File: src/hw/rtl/grid_agent_usage_counter_unit_macros.svh
// assertion macros shared by the grid agent usage counter rtl
// plain text macros, no other dependencies

`ifndef GRID_AGENT_USAGE_COUNTER_UNIT_MACROS_SVH
`define GRID_AGENT_USAGE_COUNTER_UNIT_MACROS_SVH

// same-cycle implication, disabled during reset
`define GAUC_ASSERT_IMPL(label, clk, rst_n, ante, cons, msg) \
    label: assert property (@(posedge clk) disable iff (!rst_n) (ante) |-> (cons)) \
        else $error(msg);

// next-cycle implication, disabled during reset
`define GAUC_ASSERT_NEXT(label, clk, rst_n, ante, cons, msg) \
    label: assert property (@(posedge clk) disable iff (!rst_n) (ante) |=> (cons)) \
        else $error(msg);

`endif

File: src/hw/rtl/gauc_ram.sv
// generic single-write, single-read ram with registered read data
// no dependencies

module gauc_ram #(
    parameter int WIDTH = 8,
    parameter int DEPTH = 16,
    localparam int AW   = $clog2(DEPTH)
) (
    input  logic             clk,
    input  logic             we,
    input  logic [AW-1:0]    waddr,
    input  logic [WIDTH-1:0] wdata,
    input  logic             re,
    input  logic [AW-1:0]    raddr,
    output logic [WIDTH-1:0] rdata
);

    logic [WIDTH-1:0] mem [DEPTH];

    always_ff @(posedge clk)
    begin
        if (we)
        begin
            mem[waddr] <= wdata;
        end
        if (re)
        begin
            rdata <= mem[raddr];
        end
    end

endmodule

File: config.mk
export PLATFORM = sky130hd
export DESIGN_NAME = gauc_ram
export DESIGN_NICKNAME = d
export VERILOG_FILES = /design/src/hw/rtl/grid_agent_usage_counter_unit_macros.svh /design/src/hw/rtl/gauc_ram.sv
export SDC_FILE = /design/constraint.sdc
export NUM_CORES = 1
export LEC_CHECK = 0
export ABC_AREA = 1
export BUFFER_PORTS_ARGS = -buffer_cell sky130_fd_sc_hd__buf_2
export CAP_MARGIN = 0
export CELL_PAD_IN_SITES_DETAIL_PLACEMENT = 2
export CELL_PAD_IN_SITES_GLOBAL_PLACEMENT = 2
export CORE_MARGIN = 3
export CORE_UTILIZATION = 37
export DETAILED_ROUTE_END_ITERATION = 10
export MAX_ROUTING_LAYER = met4
export PLACE_DENSITY = 0.74
export SETUP_SLACK_MARGIN = 0.4
export SYNTH_ARGS = -nofsm -noshare
export SYNTH_HDL_FRONTEND = slang
export SYNTH_SLANG_ARGS = --single-unit
File: constraint.sdc
create_clock -name clk -period 1.55 [get_ports clk]
set_clock_uncertainty 0.2 [all_clocks]
set_input_delay 0.3875 -clock clk [delete_from_list [all_inputs] [get_ports clk]]
set_output_delay 0.3875 -clock clk [all_outputs]
set_load 0.05 [all_outputs]
* Yosys cells after proc, flatten, opt, wreduce, memory -nomap -nowiden
Memories as Yosys holds them, arrays and structs flattened. A register that Yosys moved wholly into a read port is not among the register bits.
Cells that the tools add are included.
** Word-level totals
- Bits in registers :: 0
- Bits in writable memories :: 128
- Input bits :: 19
- Output and inout bits :: 8
- Logic and storage cells :: 3
- Memories kept :: 1
** Memory list
- mem :: words 16, bits a word 8, rd ports 1, clocked after Yosys merged registers in 1, write ports 1, line gauc_ram.sv:18 : logic [WIDTH-1:0] mem [DEPTH];
** Cells by class
- Mux-type cells :: 2
** Operators by type and width (count)
- $mux 1 :: 2

* Depth between registers and ports, before layout
- Word-level depth :: 2
- Depth in mapped cells :: 8

* Worst setup path before layout
OpenSTA, ideal clock, no wires.
- Path type :: input-to-reg
- Start point :: input waddr[3]
- End point :: memory mem[4][0] (enable)
- Data arrival time :: 0.968 ns
- Required time :: 0.980 ns
- Setup slack :: 0.012 ns
- Stages :: 2
- Buffers on the path :: 0
- Cells stage by stage :: nand3b_1 -> nor2_1
** RTL lines
- start: declaration :: line gauc_ram.sv:11 : input logic [AW-1:0] waddr,
- end: declaration :: line gauc_ram.sv:18
Straight into the memory's write port.

* Final worst setup path
- Start point :: register rdata[1] (read register of mem)
- End point :: output rdata[1]
** RTL lines
- start: declaration :: line gauc_ram.sv:15 : output logic [WIDTH-1:0] rdata
No word-level cell between the ends.

==> results.json <==
{
  "outcome": "complete, but fails checks",
  "violations": "negative setup slack",
  "syn_inst": 551,
  "slew_headroom_pct": 69.18,
  "power_frac_seq_pct": 47.5,
  "switching_share_pct": 24.99,
  "ys_warn_count": 0,
  "drtAntennaViolNets": 0,
  "place_hpwl_um": 11950,
  "layout_commonest_cell": "edfxtp_1",
  "end_kind": "output port",
  "worstSkewPairLatency_ns": 0.43,
  "yosysUniqueCellTypes": 11,
  "cts_tree": "built",
  "drt_iter0_drc": 352,
  "layout.nets": 631,
  "crit_fanout": 1,
  "area_growth_pct": 34.97,
  "syn_avg_cell_area_um2": 10.61,
  "path_buf_inv": 1,
  "hold_buffers": 0,
  "hold_viol": 0,
  "path_clk_slew_ns": 0.06,
  "start_util_pct": 38.18,
  "numPortBuffers": 26,
  "numCtsBuffers": 17,
  "ir_drop_v": 0.0008595,
  "power.leakage_nw": 3.241,
  "syn-cell-area_um2": 5847,
  "max_freq_ghz": 0.6064,
  "place.gp.congestion": 0.7888,
  "remaining_drc_errors": 0,
  "crit_chain": "buf_6",
  "grt_pass1_wl_um": 30790,
  "max_stage_delay_ns": 0.45,
  "overflow": 0,
  "rsz0062_at_grt": "yes",
  "grt_util_all_layers_pct": 24.85,
  "synth-seq-area-share_pct": 69.85,
  "finalPower_w": 0.008805,
  "fillers": 1513,
  "p_switching_w": 0.002200,
  "p_clk_share_pct": 42.5,
  "antenna_found_initial": 0,
  "wl_per_cell_um": 24.83,
  "critPathTopFamily": "flip-flops",
  "worstPathRequired_ns": 0.96,
  "fp-row-count": 45,
  "vias_per_cell": 5.126,
  "io_pins": 27,
  "syn_nets": 570,
  "hold_class": "primary input to flip-flop",
  "cp-start-kind": "flip-flop",
  "ys_ff_latch": 136,
  "tightest_slew_ns": 0.4618,
  "grt_pass1_vias": 4941,
  "layout_worst_path_cycle_share_pct": 106.4,
  "layout-drive-gt1-share_pct": 37.82,
  "cap_violations": 0,
  "setup_violations": 7,
  "intPower_w": 0.006605,
  "min_period_ns": 1.649,
  "p_comb_share_pct": 10.0,
  "layout_common_cells": "edfxtp_1, nand2_1, inv_1, nand3_2, nand2_2",
  "routed_wl_um": 20730,
  "vias": 4280,
  "powerDensity_nw_per_um2": 1116,
  "core_um2": 15310,
  "slowest_stage": "edfxtp_1",
  "dieWidth_um": 131.7,
  "htree_levels": 4,
  "fin_ws_ns": -0.09914,
  "dieArea_um2": 17350,
  "cts_sinks": 136,
  "grt_max_degree": 33,
  "die_h_um": 131.7,
  "critPathKind": "flip-flop to output port",
  "cts.path.max_buffers": 2,
  "dr.pass1.iters": 5,
  "antenna_cells": 0,
  "crit_arrival_ns": 1.06,
  "cts-root-buf": "clkbuf_16",
  "whs_ns": 0.1591,
  "slew_violations": 0
}
## cell usage after synthesis, drive strengths merged
cell | instances | area share, %
nand3b | 2 | 0.26
inv | 102 | 6.5
edfxtp | 136 | 70
nand2 | 173 | 11
buf | 24 | 2.8
nor2 | 17 | 1.1
nand3 | 97 | 8.3
## cell families (layout without fill, tap and decap cells)
family	after synthesis	after routing	share of synthesized area [%]
buffers and inverters	126	199	9.394
DFF	136	136	69.85
and+or+nand+nor	289	289	20.76
## routing by layer
metal	GRT usage (%)	up-vias	routed length, µm
met1	28.72	2214	8057
met3	4.326	38	764
met4	8.110	0	771
li1	-	1907	-
met2	44.01	121	11140
met5	-	-	0
## final cells by class
type / count / area, µm² / share of cell area, %
clock buffers: 20 / 436.7 / 5.534
flip-flops and latches: 136 / 4084 / 51.75
inverters: 102 / 405.4 / 5.137
multi-input cells: 289 / 1782 / 22.58
clock inverters: 11 / 83.83 / 1.062
repair buffers: 66 / 835.8 / 10.59
well taps: 211 / 264.0 / 3.345
## flip-flops by register name (all words and copies together) (netlist names)
signal,count
mem,128
rdata,8
## final timing paths
kind	start	slack, ns	cells after the start	endpoint
min reg2reg	mem[4][6]	0.57	6	rdata[6]
min	re	0.16	1	rdata[7]
max reg2reg	mem[2][2]	0.07	6	rdata[2]
max	rdata[1]	-0.1	1	rdata[1]
## power by group through the flow
stage	clock network [W]	logic, W	registers (W)
4_1_cts	0.00375	0.000824	0.00418
6_report	0.00374	0.000884	0.00418
2_1_floorplan	0	0.000350	0.00430
3_5_place_dp	0	0.000709	0.00425
3_3_place_gp	0	0.000672	0.00424
5_1_grt	0.00394	0.000949	0.00419
## per-stage QoR
stage / cells / cell area, µm² / utilization, % / setup WS, ns / TNS [ns]
2_1_floorplan: 551 / 6107 / - / 0.08886 / 0
3_3_place_gp: 797 / 6760 / 44.14 / -0.2989 / -8.806
4_1_cts: 834 / 7660 / 50.02 / -0.1288 / -0.4893
5_1_grt: 835 / 7891 / 51.53 / -0.1216 / -0.5810
6_report: 835 / 7891 / 51.53 / -0.09914 / -0.3369
3_5_place_dp: 797 / 6760 / 44.14 / -0.3636 / -14.62
## what timing repair did
item                       4_1_cts  5_1_grt
setup endpoints to repair      120      144
gates resized for setup         79       67
setup buffers                    5        1
cloned                           1        0
pin swaps                       44       34
Power figures use the tool's default switching activity.
