==> src/hw/rtl/grid_agent_usage_counter_unit_macros.svh <==
// assertion macros shared by the grid agent usage counter rtl
// plain text macros, no other dependencies

`ifndef GRID_AGENT_USAGE_COUNTER_UNIT_MACROS_SVH
`define GRID_AGENT_USAGE_COUNTER_UNIT_MACROS_SVH

// same-cycle implication, disabled during reset
`define GAUC_ASSERT_IMPL(label, clk, rst_n, ante, cons, msg) \
    label: assert property (@(posedge clk) disable iff (!rst_n) (ante) |-> (cons)) \
        else $error(msg);

// next-cycle implication, disabled during reset
`define GAUC_ASSERT_NEXT(label, clk, rst_n, ante, cons, msg) \
    label: assert property (@(posedge clk) disable iff (!rst_n) (ante) |=> (cons)) \
        else $error(msg);

`endif

==> src/hw/rtl/gauc_pkg.sv <==
// types, codes and fixed widths of the grid agent usage counter
// no dependencies

package gauc_pkg;

    // field widths
    localparam int OP_W       = 2;
    localparam int COORD_W    = 6;
    localparam int HDG_W      = 2;
    localparam int ACT_W      = 2;
    localparam int CI_W       = 12;
    localparam int STATUS_W   = 2;
    localparam int OUT_W      = 32;
    localparam int CFG_W      = 7;
    localparam int CFG_IDX_W  = 2;
    // compare width for coordinates against the grid size
    localparam int CMP_W      = 8;

    localparam logic [CFG_W-1:0] GRID_RESET = 7'd64;

    // register indexes
    localparam logic [CFG_IDX_W-1:0] REG_GRID_WIDTH  = 2'd0;
    localparam logic [CFG_IDX_W-1:0] REG_GRID_HEIGHT = 2'd1;

    // op codes
    localparam logic [OP_W-1:0] OP_START  = 2'd0;
    localparam logic [OP_W-1:0] OP_ACTION = 2'd1;
    localparam logic [OP_W-1:0] OP_READ   = 2'd2;

    // actions
    localparam logic [ACT_W-1:0] ACT_FWD   = 2'd0;
    localparam logic [ACT_W-1:0] ACT_RIGHT = 2'd1;
    localparam logic [ACT_W-1:0] ACT_LEFT  = 2'd2;
    localparam logic [ACT_W-1:0] ACT_WAIT  = 2'd3;

    // headings
    localparam logic [HDG_W-1:0] HDG_EAST  = 2'd0;
    localparam logic [HDG_W-1:0] HDG_SOUTH = 2'd1;
    localparam logic [HDG_W-1:0] HDG_WEST  = 2'd2;
    localparam logic [HDG_W-1:0] HDG_NORTH = 2'd3;

    // status codes
    localparam logic [STATUS_W-1:0] STATUS_OK        = 2'd0;
    localparam logic [STATUS_W-1:0] STATUS_MOVE_REJ  = 2'd1;
    localparam logic [STATUS_W-1:0] STATUS_START_REJ = 2'd2;

    // counter fields inside one memory word, low field first
    localparam int NUM_FIELDS = 6;
    localparam int FLD_VISIT  = 0;
    localparam int FLD_WAIT   = 1;
    localparam int FLD_RIGHT  = 2;
    localparam int FLD_UP     = 3;
    localparam int FLD_LEFT   = 4;
    localparam int FLD_DOWN   = 5;

    // direction slots, offset from FLD_RIGHT
    localparam logic [1:0] SLOT_RIGHT = 2'd0;
    localparam logic [1:0] SLOT_UP    = 2'd1;
    localparam logic [1:0] SLOT_LEFT  = 2'd2;
    localparam logic [1:0] SLOT_DOWN  = 2'd3;

    typedef enum logic [2:0] {
        ST_CLEAR,
        ST_IDLE,
        ST_RD_A,
        ST_WR_A,
        ST_RD_B,
        ST_WR_B
    } state_t;

    // what one item does to the counter memory
    typedef struct packed {
        logic                dir_bump;
        logic [1:0]          dir_slot;
        logic                visit_bump;
        logic                wait_bump;
        logic                report_valid;
        logic                pose_load;
        logic [STATUS_W-1:0] status;
    } plan_t;

    function automatic logic [1:0] dir_slot_of(input logic [HDG_W-1:0] hdg);
        logic [1:0] slot;
        case (hdg)
            HDG_EAST:  slot = SLOT_RIGHT;
            HDG_SOUTH: slot = SLOT_DOWN;
            HDG_WEST:  slot = SLOT_LEFT;
            default:   slot = SLOT_UP;
        endcase
        return slot;
    endfunction

endpackage

==> src/hw/rtl/gauc_plan.sv <==
// decodes one item against the agent pose and grid size into a memory plan
// depends on gauc_pkg

module gauc_plan #(
    parameter int MAX_COLS = 64,
    parameter int MAX_ROWS = 64,
    localparam int X_W     = $clog2(MAX_COLS),
    localparam int Y_W     = $clog2(MAX_ROWS),
    localparam int ADDR_W  = $clog2(MAX_COLS * MAX_ROWS)
) (
    input  logic [gauc_pkg::CFG_W-1:0]   grid_width,
    input  logic [gauc_pkg::CFG_W-1:0]   grid_height,
    input  logic [X_W-1:0]               agent_x,
    input  logic [Y_W-1:0]               agent_y,
    input  logic [gauc_pkg::HDG_W-1:0]   agent_heading,
    input  logic [gauc_pkg::OP_W-1:0]    op,
    input  logic [gauc_pkg::COORD_W-1:0] start_x,
    input  logic [gauc_pkg::COORD_W-1:0] start_y,
    input  logic [gauc_pkg::HDG_W-1:0]   start_heading,
    input  logic [gauc_pkg::ACT_W-1:0]   action,
    input  logic [gauc_pkg::CI_W-1:0]    cell_index,
    output gauc_pkg::plan_t              plan,
    output logic [ADDR_W-1:0]            addr_a,
    output logic [ADDR_W-1:0]            addr_b,
    output logic [X_W-1:0]               new_x,
    output logic [Y_W-1:0]               new_y,
    output logic [gauc_pkg::HDG_W-1:0]   new_heading
);

    localparam int CELL_W = Y_W + gauc_pkg::CFG_W + 1;
    localparam int AREA_W = 2 * gauc_pkg::CFG_W;
    localparam int CW     = gauc_pkg::CMP_W;

    logic [gauc_pkg::CFG_W-1:0] eff_w;
    logic [gauc_pkg::CFG_W-1:0] eff_h;
    logic [CW-1:0]              ax_c;
    logic [CW-1:0]              ay_c;
    logic [CW-1:0]              ew_c;
    logic [CW-1:0]              eh_c;
    logic                       agent_in;
    logic                       start_in;
    logic                       ci_in;
    logic [CELL_W-1:0]          agent_cell;
    logic [CELL_W-1:0]          start_cell;
    logic [CELL_W-1:0]          fwd_cell;
    logic [CELL_W-1:0]          report_cell;
    logic [AREA_W-1:0]          area;
    logic                       fwd_ok;
    logic [X_W-1:0]             fwd_x;
    logic [Y_W-1:0]             fwd_y;

    // out-of-range sizes clamp to 1 and to the maximum
    always_comb
    begin
        if (grid_width == '0)
            eff_w = gauc_pkg::CFG_W'(1);
        else if (int'(grid_width) > MAX_COLS)
            eff_w = gauc_pkg::CFG_W'(MAX_COLS);
        else
            eff_w = grid_width;

        if (grid_height == '0)
            eff_h = gauc_pkg::CFG_W'(1);
        else if (int'(grid_height) > MAX_ROWS)
            eff_h = gauc_pkg::CFG_W'(MAX_ROWS);
        else
            eff_h = grid_height;
    end

    assign ax_c = CW'(agent_x);
    assign ay_c = CW'(agent_y);
    assign ew_c = CW'(eff_w);
    assign eh_c = CW'(eff_h);

    assign agent_in = (ax_c < ew_c) && (ay_c < eh_c);
    assign start_in = (CW'(start_x) < ew_c) && (CW'(start_y) < eh_c);

    assign agent_cell = CELL_W'(agent_y) * CELL_W'(eff_w) + CELL_W'(agent_x);
    assign start_cell = CELL_W'(start_y) * CELL_W'(eff_w) + CELL_W'(start_x);
    assign area       = AREA_W'(eff_w) * AREA_W'(eff_h);
    assign ci_in      = AREA_W'(cell_index) < area;

    // neighbor cell along the heading
    always_comb
    begin
        fwd_x = agent_x;
        fwd_y = agent_y;
        case (agent_heading)
            gauc_pkg::HDG_EAST:
            begin
                fwd_ok   = (ax_c + CW'(1)) < ew_c;
                fwd_cell = agent_cell + CELL_W'(1);
                fwd_x    = agent_x + X_W'(1);
            end
            gauc_pkg::HDG_SOUTH:
            begin
                fwd_ok   = (ay_c + CW'(1)) < eh_c;
                fwd_cell = agent_cell + CELL_W'(eff_w);
                fwd_y    = agent_y + Y_W'(1);
            end
            gauc_pkg::HDG_WEST:
            begin
                fwd_ok   = agent_x != '0;
                fwd_cell = agent_cell - CELL_W'(1);
                fwd_x    = agent_x - X_W'(1);
            end
            default:
            begin
                fwd_ok   = agent_y != '0;
                fwd_cell = agent_cell - CELL_W'(eff_w);
                fwd_y    = agent_y - Y_W'(1);
            end
        endcase
    end

    always_comb
    begin
        plan              = '0;
        plan.status       = gauc_pkg::STATUS_OK;
        plan.report_valid = agent_in;
        report_cell       = agent_cell;
        new_x             = agent_x;
        new_y             = agent_y;
        new_heading       = agent_heading;
        case (op)
            gauc_pkg::OP_START:
            begin
                if (start_in)
                begin
                    plan.pose_load    = 1'b1;
                    plan.visit_bump   = 1'b1;
                    plan.report_valid = 1'b1;
                    report_cell       = start_cell;
                    new_x             = X_W'(start_x);
                    new_y             = Y_W'(start_y);
                    new_heading       = start_heading;
                end
                else
                begin
                    plan.status = gauc_pkg::STATUS_START_REJ;
                end
            end
            gauc_pkg::OP_ACTION:
            begin
                if (!agent_in)
                begin
                    plan.status = gauc_pkg::STATUS_MOVE_REJ;
                end
                else
                begin
                    case (action)
                        gauc_pkg::ACT_FWD:
                        begin
                            if (fwd_ok)
                            begin
                                plan.pose_load  = 1'b1;
                                plan.visit_bump = 1'b1;
                                plan.dir_bump   = 1'b1;
                                plan.dir_slot   = gauc_pkg::dir_slot_of(agent_heading);
                                report_cell     = fwd_cell;
                                new_x           = fwd_x;
                                new_y           = fwd_y;
                            end
                            else
                            begin
                                plan.status = gauc_pkg::STATUS_MOVE_REJ;
                            end
                        end
                        gauc_pkg::ACT_RIGHT:
                        begin
                            plan.pose_load  = 1'b1;
                            plan.visit_bump = 1'b1;
                            new_heading     = agent_heading + gauc_pkg::HDG_W'(1);
                        end
                        gauc_pkg::ACT_LEFT:
                        begin
                            plan.pose_load  = 1'b1;
                            plan.visit_bump = 1'b1;
                            new_heading     = agent_heading + gauc_pkg::HDG_W'(3);
                        end
                        default:
                        begin
                            plan.pose_load  = 1'b1;
                            plan.visit_bump = 1'b1;
                            plan.wait_bump  = 1'b1;
                        end
                    endcase
                end
            end
            gauc_pkg::OP_READ:
            begin
                plan.report_valid = ci_in;
                report_cell       = CELL_W'(cell_index);
            end
            default:
            begin
            end
        endcase
    end

    assign addr_a = ADDR_W'(agent_cell);
    // a cell that reads as zero still gets a legal address
    assign addr_b = plan.report_valid ? ADDR_W'(report_cell) : '0;

endmodule

==> config.mk <==
export PLATFORM = sky130hd
export DESIGN_NAME = gauc_plan
export DESIGN_NICKNAME = d
export VERILOG_FILES = /design/src/hw/rtl/grid_agent_usage_counter_unit_macros.svh /design/src/hw/rtl/gauc_pkg.sv /design/src/hw/rtl/gauc_plan.sv
export SDC_FILE = /design/constraint.sdc
export NUM_CORES = 1
export LEC_CHECK = 0
export BUFFER_PORTS_ARGS = -buffer_cell sky130_fd_sc_hd__buf_2
export CAP_MARGIN = 5
export CORE_UTILIZATION = 55
export DETAILED_ROUTE_END_ITERATION = 8
export MAX_ROUTING_LAYER = met4
export PLACE_DENSITY_LB_ADDON = 0.2
export SLEW_MARGIN = 20
export SYNTH_ARGS = -nofsm -noshare
export SYNTH_HDL_FRONTEND = slang
export SYNTH_SLANG_ARGS = --single-unit
==> constraint.sdc <==
create_clock -name vclk -period 11.1
set_input_delay 2.22 -clock vclk [all_inputs]
set_output_delay 2.22 -clock vclk [all_outputs]
set_load 0.01 [all_outputs]
# Yosys cells after proc, flatten, opt, wreduce, memory -nomap -nowiden
# Index checks and enable logic that the tools add are counted.
# totals
in_bits,58
wordCells,91
out_inout_bits,47
mem_bits_rw,0
mem_count,0
mem_bits_ro,0
latch_bits,0
register_bits,0
# classes
shift,0
eq_ne,6
n_lt_le_gt_ge,9
add_sub_neg,14
bitwise_logic,0
mul,3
div,0
mux,48
n_reduce_logical,11
# ops
op,n
$pmux W12 S3,2
$mux W12,5
$mux W6,8
$pmux W6 S2,4
$lt A6 B7 Y1,4
$mux W7,4
$add A12 B6 Y12,2
$mul A6 B7 Y12,2
$add A6 B1 Y7 const B,2
$gt A7 B7 Y1 const B,2
$logic_not A7 Y1,2
$lt A12 B14 Y1,1
$lt A7 B7 Y1,2
$mul A7 B7 Y14,1
$add A12 B1 Y12 const B,1
$add A12 B7 Y12,1
$add A6 B1 Y6 const B,2
$mux W2,6
$reduce_bool A6 Y1,2
$sub A12 B1 Y12 const B,1
$sub A12 B7 Y12,1
$sub A6 B1 Y6 const B,2
$mux W1,8
$pmux W2 S2,2
15 further kinds,24

# Longest topological paths before layout
# Gate-level depths: netlist (run 1).
# depth
depth_word,12
mapped_depth,28

# Worst setup path after synthesis (run 1)
# No wires, ideal clock.
# synth_timing
path_kind,input-to-output
start,in grid_width[1] (netlist name)
end,out addr_b[10]
t_arrival_ns,8.179
required_time_ns,8.880
stages,24
slack_ns,0.701
path_cell_list,or3_1 o21ai_2 clkbuf_1 nand2_1 fa_1 fa_1 inv_1 fa_1 inv_1 fa_1 inv_1 ha_1 o21a_1 o31a_1 a21oi_1 ha_1 nand3_1 o211ai_1 or4_1 a31o_2 a21oi_1 xnor2_1 a221oi_1 nor3_1
# synth_via
elab_chain_cells,12
elab_cells_between_ends,29
classes_between,6 x add/sub; 3 x mul; 5 x order compare; 12 x mux; 3 x reduce/logical
# synth_lines
element,line_no,text
start: declaration,gauc_plan.sv:11,"input logic [gauc_pkg::CFG_W-1:0] grid_width,"
$gt A7 B7 Y1,gauc_plan.sv:57,else if (int'(grid_width) > MAX_COLS)
$mux W7,gauc_plan.sv:57,
$mux W7 (*),gauc_plan.sv:55,if (grid_width == '0)
$mul A6 B7 Y12 (*),gauc_plan.sv:78,assign agent_cell = CELL_W'(agent_y) * CELL_W'(eff_w) + CELL_W'(agent_x);
$add A12 B6 Y12 (*),gauc_plan.sv:78,
named net addr_a[5],gauc_plan.sv:23,"output logic [ADDR_W-1:0] addr_a,"
"$sub A12 B7 Y12, or another cell as far along",gauc_plan.sv:110,fwd_cell = agent_cell - CELL_W'(eff_w);
$pmux W12 S3 (*),gauc_plan.sv:88,case (agent_heading)
$mux W12 (*),gauc_plan.sv:154,if (fwd_ok)
$mux W12 (*),gauc_plan.sv:151,case (action)
$mux W12 (*),gauc_plan.sv:145,if (!agent_in)
$pmux W12 S3 (*),gauc_plan.sv:125,case (op)
$mux W12 (*),gauc_plan.sv:203,assign addr_b = plan.report_valid ? ADDR_W'(report_cell) : '0;
end: declaration,gauc_plan.sv:24,"output logic [ADDR_W-1:0] addr_b,"
# The timed path passes the listed nets; every way through them passes the cells marked *.

# Worst setup path in the final report (run 1)
# layout_timing
start,in grid_width[6] (netlist name)
end,out addr_b[11]
# layout_via
elab_chain_cells,12
elab_cells_between_ends,29
classes_between,6 x add/sub; 3 x mul; 5 x order compare; 12 x mux; 3 x reduce/logical
# layout_lines
element,line_no
$gt A7 B7 Y1,gauc_plan.sv:57
$mux W7,gauc_plan.sv:57
$mux W7 (*),gauc_plan.sv:55
$mul A6 B7 Y12,gauc_plan.sv:78
$add A12 B6 Y12,gauc_plan.sv:78
"$sub A12 B7 Y12, or another cell as far along",gauc_plan.sv:110
$pmux W12 S3,gauc_plan.sv:88
$mux W12,gauc_plan.sv:154
$mux W12,gauc_plan.sv:151
$mux W12,gauc_plan.sv:145
$pmux W12 S3,gauc_plan.sv:125
$mux W12 (*),gauc_plan.sv:203
# Mark *: on every way between the ends. The rest lies on a longest branch, timed or not.

==> run metrics, run 1 <==
IO Port Bufs 105; # setup viols final 0; Worst Hold Class in2out; CP Capture Type output pin; Synth top area share 25.7%; largest net degree at the start of global routing 36; Required @ worst endpoint 8.88 ns; post-synthesis mux area share 1.72%; drt wl/cell 20.3 microns; fin crit period 10.69 ns; register area share after synthesis 0%; WHS Path Cells 3; GR Layer Usage met3 8.26%; Worst Setup Start Kind input pin; grt peak-use layer met2; grt total ovfl 0; met2 Usage GRT 56.2%; Post-Syn Area 8070 sq um; setup TNS 0 ns; IO Count 105; ANT cells 0; Synth area leader ha_1; commonest cells after routing, fill and taps aside ha_1 (166), inv_1 (138), buf_2 (105); outcome finished, final reports clean; Post-Synth XOR/XNOR Area 5.86%; hold wc startpoint start_heading[1]; pwr dens 88.1 nW/um^2; Seq cells 0; share of cells above drive strength 1 13.4%; Initial Util 57.3%; Routed Antenna Nets 0; top post-synthesis cells by area ha_1 (26%), fa_1 (18%), inv_1 (6.4%); routed wire length 27100 microns; Vias per Instance 6.18; Compound-Gate Fraction of Synth Area 19.2%; Post-Syn Area per Cell 7.62 sq um; first-pass GRT wire length 42400 microns; drt pass-1 iters 5; Post-CTS Resized 0; Global Route met1 Usage 50.8%; Ys Warns 0; WP data arrival 8.47 ns; post-synthesis adder-cell area fraction 43.8%; Placer Congestion 0.997; critical path class in2out; DRC Markers 0; Core Area 14100 sq um; Max Clk Rate 93.5 MHz; Syn Inst Count 1060; Min-Delay Endpoint new_heading[1]; GRT Total Usage 37.8%; most common cell after layout, fill and taps aside ha_1; die height 123 microns; # hold bufs at CTS 0; crit path max fanout 13; # rows 43; VDD IR max 0.103 mV; Final Util 62.8%; hpwl dp 22300 microns; Setup Fix Bufs, Post-CTS 0; nets 1452; Synth Area in Simple Gates 21.0%; max-cap viol count 0; static leakage 4.58 nW; count of cell types in the netlist 71; Post-Syn Nets 1357; Reg area 0 sq um; Slew @ Worst Pin 0.859 ns; fin crit share 96.3%; via count 8243; Area growth, synth to finish 9.70%; Slew Viols, Final 0; placed insts 1333; main combinational cell family by area after synthesis adder cells; Slew HR 42.8%; Die Wd 123 microns; Non-Filler Instances 1333; antenna violations before repair 0; vias in the first global route 8065; Die ar. 15200 sq um; Initial DRC Count 744; RSZ-0062 raised after global routing false; Hold Vio Cnt, Final 0; clock buf count 0
[through the flow]
| step | hold slack [ns] | worst slack [ns] | total power, W | instance area, sq um |
|---|---|---|---|---|
| 6_report | 4.73 | 0.406 | 0.000781 | 8860 |
| 4_1_cts | 4.74 | 0.488 | 0.000771 | 8860 |
| 3_5_place_dp | 4.73 | 0.500 | 0.000766 | 8860 |
| 5_1_grt | 4.75 | 0.0531 | 0.000864 | 8860 |
| 2_1_floorplan | 4.58 | 0.701 | 0.000540 | 8070 |
| 3_3_place_gp | 4.73 | 0.528 | 0.000766 | 8860 |
[cell families after synthesis]
| kind of cell | count (synthesis) |
|---|---|
| simple gates | 349 |
| fa+ha+maj | 239 |
| buf+inv | 177 |
| xor+xnor | 54 |
| compound gates | 229 |
| mux | 12 |
[how the worst max path moves through the flow]
stage	slack, ns	startpoint	end
after floorplan	0.70	grid_width[1]	addr_b[10]
after global placement	0.53	grid_width[6]	addr_b[11]
after detailed placement	0.50	grid_width[6]	addr_b[11]
after CTS	0.49	grid_width[6]	addr_b[11]
after global routing	0.05	grid_width[6]	addr_b[11]
final	0.41	grid_width[6]	addr_b[11]
[synth_stat cells, drive strengths merged, types with 4 or more instances]
cell    number
ha         166
inv        140
nand2      104
nor2        82
fa          73
a21oi       57
o21ai       51
and2        43
xnor2       40
clkbuf      28
nor3        28
nor2b       22
nand3       20
xor2        14
a21o        13
and3        13
a211oi      12
o21a        11
o211ai      10
buf          9
nor4         9
o21bai       9
a31oi        7
a221oi       6
mux2i        6
or2          6
a211o        5
a221o        5
mux2         5
o22a         4
o31ai        4
or3          4
[where the power goes]
group | internal [W] | switching (W)
sequential | 0 | 0
clock | 0 | 0
combinational | 0.000326 | 0.000454
[routing by layer]
| metal | wire length [microns] | part of all wire, % |
|---|---|---|
| met1 | 11500 | 42 |
| met2 | 11500 | 43 |
| met3 | 2960 | 11 |
| met5 | 0 | 0 |
| met4 | 1110 | 4.1 |
[area by class of cell]
type	count	area, sq um
multi-input cells	883	7390
fillers	1310	5240
well taps	180	225
repair buffers	130	713
inverters	140	526
[critical path, cell delays in order]
cell	delay [ns]
buf_2	0.19
or3_1	0.45
o21ai_2	0.16
buf_4	0.22
nand2_1	0.10
fa_1	0.52
fa_1	0.55
inv_1	0.05
fa_1	0.53
inv_1	0.05
fa_1	0.50
inv_1	0.04
ha_1	0.33
o21a_1	0.12
o31a_1	0.13
nor3_1	0.25
nor2_1	0.08
a21oi_1	0.17
xnor2_1	0.24
ha_1	0.36
a21oi_1	0.17
nor2b_1	0.05
o21ai_0	0.17
o211ai_1	0.14
o31a_1	0.25
o21ai_0	0.18
a21oi_1	0.10
buf_2	0.14
(Power assumes the default switching activity.)
==> inputs of run 2 (changes only) <==
- ABC_AREA: unset -> 1
==> run metrics, run 2 <==
critical path class in2out; fin crit share 94.2%; max-cap viol count 0; vias in the first global route 8331; outcome finished with violations; clock buf count 0; nets 1671; Syn Inst Count 1280; top post-synthesis cells by area ha_1 (25%), fa_1 (17%), nand2_1 (15%); IO Count 105; # setup viols final 0; Core Area 14700 sq um; Max Clk Rate 95.7 MHz; grt total ovfl 0; CP peak stage delay 0.56 ns; DRC Markers 9; RSZ-0062 raised after global routing false; hold wc startpoint start_heading[0]; pwr dens 85.8 nW/um^2; Crit. Startpoint grid_width[4]; Post-Syn Area per Cell 6.57 sq um; fin area 9130 sq um; drt pass-1 iters 7; setup TNS 0 ns; WHS Path Cells 4; crit path max fanout 10; Slew @ Worst Pin 0.602 ns; # rows 44; Hold Vio Cnt, Final 0; Post-Syn Area 8400 sq um; commonest cells after routing, fill and taps aside nand2_1 (330), inv_1 (219), ha_1 (166); WP data arrival 8.23 ns; Critical Path Most Common Cell nand2_1; Slew HR 59.4%; Vias per Instance 5.64; Reg area 0 sq um; via count 8787; hpwl dp 22000 microns; register area share after synthesis 0%; Die ar. 15800 sq um; Seq cells 0; Ys Warns 0; Synth top area share 24.7%; Slowest-stage cell, CP fa_1; fin crit period 10.45 ns; Routed Antenna Nets 0; die height 126 microns; placed insts 1556; VDD IR max 0.140 mV; largest net degree at the start of global routing 26; count leader, synth nand2_1; Initial DRC Count 671; Setup Fix Bufs, Post-CTS 0; Worst Setup Start Kind input pin; GRT Total Usage 35.3%; first-pass GRT wire length 42800 microns; Non-Filler Instances 1557; Slew Viols, Final 0; routed wire length 26500 microns; most common cell after layout, fill and taps aside nand2_1; share of cells above drive strength 1 11.6%; IO Port Bufs 105; Initial Util 57.2%; failing checks DRC; static leakage 5.33 nW; CP Capture Type output pin; synth cell count leaders nand2_1 (330), inv_1 (219), ha_1 (166), nor2_1 (120), a21oi_1 (80); Post-Syn Nets 1577; Worst Hold Class in2out; Required @ worst endpoint 8.88 ns; antenna violations before repair 1; drt wl/cell 17.0 microns; Die Wd 126 microns; # hold bufs at CTS 0; Synth area leader ha_1; count of cell types in the netlist 50; Post-CTS Resized 0; Post-DP Area 9120 sq um; Placer Congestion 1.03; fill count 1477; Area growth, synth to finish 8.58%
-- run 2: final timing paths --
path	slack, ns	end
setup / recovery	0.65	addr_b[11]
hold / removal	4.77	new_heading[0]
-- run 2: cell type report --
type | count | area (sq um) | share of cell area (%)
repair buffers | 119 | 631 | 6.91
inverters | 230 | 880 | 9.64
diodes | 1 | 2.50 | 0.0274
well taps | 184 | 230 | 2.52
multi-input cells | 1023 | 7380 | 80.9
-- run 2: worst max-delay path, delay by kind of cell --
family,cells,cell delay [ns]
fa+ha+maj,6,2.80
compound gates,7,1.24
buf+inv,7,0.54
xor+xnor,1,0.16
simple gates,13,1.24
-- run 2: where the power goes --
part | internal, W | switching, W
clock network | 0.0000000000380 | 0
registers | 0 | 0
logic | 0.000288 | 0.000496
total | 0.000288 | 0.000496
-- run 2: logic make-up after synthesis --
group | Yosys count | synth area share, %
AND/OR/NAND/NOR | 564 | 28.3
AO/OA/AOI/OAI | 170 | 12.2
buffers and inverters | 257 | 12.2
XOR/XNOR | 50 | 5.21
adder cells (fa/ha/maj) | 239 | 42.1
-- run 2: routing by layer --
layer  routed length [microns]  vias to the layer above  global-route usage, %
li1                          -                     4260                      -
met2                     11800                      391                   55.2
met1                     11100                     4070                   46.5
met4                       911                        0                   11.1
met5                         0                        -                      -
met3                      2750                       66                   5.99
-- run 2: through the flow --
step | utilization (%) | hold WS, ns | worst slack (ns) | total power, W
after floorplan | - | 4.57 | 0.764 | 0.000556
after global placement | 62.1 | 4.77 | 0.784 | 0.000766
after detailed placement | 62.1 | 4.77 | 0.725 | 0.000772
after CTS | 62.1 | 4.77 | 0.692 | 0.000776
after global routing | 62.1 | 4.80 | 0.155 | 0.000881
final | 62.1 | 4.77 | 0.646 | 0.000783
==> inputs of run 3 (changes only) <==
- REMOVE_ABC_BUFFERS: unset -> 1
==> run metrics, run 3 (synthesis gave the netlist of run 2 again) <==
outcome finished with violations; failing checks DRC; drt wl/cell 16.8 microns; largest net degree at the start of global routing 25; Slowest-stage cell, CP fa_1; first-pass GRT wire length 41800 microns; crit path max fanout 10; Placer Congestion 0.999; Reg area 0 sq um; # hold bufs at CTS 0; CP peak stage delay 0.55 ns; Worst Setup Start Kind input pin; Critical Path Most Common Cell nand2_1; nets 1671; GRT Total Usage 34.4%; Top delay family on crit path adder cells; IO Port Bufs 105; Hold Vio Cnt, Final 0; antenna violations before repair 0; Setup Fix Bufs, Post-CTS 0; static leakage 5.33 nW; die height 126 microns; Area growth, synth to finish 8.55%; Seq cells 0; WHS 4.80 ns; Die Wd 126 microns; via count 8757; Initial DRC Count 904; Initial Util 57.2%; RSZ-0062 raised after global routing false; Final Util 62.1%; Slew HR 59.8%; grt total ovfl 0; VDD IR max 0.102 mV; ANT cells 0; DRC Markers 10; routed wire length 26200 microns; Worst Path Buf+Inv 7; hpwl dp 21700 microns; most common cell after layout, fill and taps aside nand2_1; WP data arrival 8.20 ns; pwr dens 87.0 nW/um^2; vias in the first global route 8074; Die ar. 15800 sq um; fin crit period 10.42 ns; Post-CTS Resized 0; Core Area 14700 sq um; # setup viols final 0; Slew @ Worst Pin 0.601 ns; critical path class in2out; fin crit share 93.9%; Post-DP Area 9120 sq um; fin area 9120 sq um; clock buf count 0; Worst Hold Class in2out; Required @ worst endpoint 8.88 ns; commonest cells after routing, fill and taps aside nand2_1 (330), inv_1 (219), ha_1 (166); drt pass-1 iters 7; setup TNS 0 ns; # rows 44; IO Count 105; max-cap viol count 0; Max Clk Rate 96.0 MHz; share of cells above drive strength 1 11.6%; CP Capture Type output pin; Routed Antenna Nets 0; Slew Viols, Final 0; Vias per Instance 5.63
-- run 3: changes by cell type in the layout (fill, tap and decap cells not counted), sizes merged --
cell and delta:
diode -1
-- run 3: path summary, 6_finish.rpt --
check / startpoint / end / slack, ns / cells after the start
worst min-delay path: start_heading[1] / new_heading[1] / 4.80 / 4
worst max-delay path: grid_width[4] / addr_b[11] / 0.68 / 34
-- run 3: layout make-up --
cell class                      count  area, sq um
Inverter                          230          880
Fill cell                        1477         5580
Tap cell                          184          230
Timing Repair Buffer              119          631
Multi-Input combinational cell   1023         7380
-- run 3: power breakdown --
group	total [W]	internal (W)	switching, W
Sequential	0	0	0
Clock	0	0	0
Combinational	0.000794	0.000291	0.000503
-- run 3: metrics by stage --
step / power, W / std cells / setup slack [ns]
3_3_place_gp: 0.000767 / 1556 / 0.831
5_1_grt: 0.000888 / 1556 / 0.232
4_1_cts: 0.000781 / 1556 / 0.756
2_1_floorplan: 0.000548 / 1253 / 1.30
6_report: 0.000794 / 1556 / 0.679
3_5_place_dp: 0.000776 / 1556 / 0.790
-- run 3: tightest hold or removal path: cells and delay by family --
kind | cells | cell delay, ns
AOI/OAI and AO/OA | 2 | 0.14
buffers and inverters | 2 | 0.22
-- run 3: per-layer routing --
layer | GRT usage, % | wire length [microns]
met1 | 47.4 | 11300
met4 | 9.90 | 775
met3 | 4.38 | 2720
met5 | - | 0
met2 | 52.9 | 11400
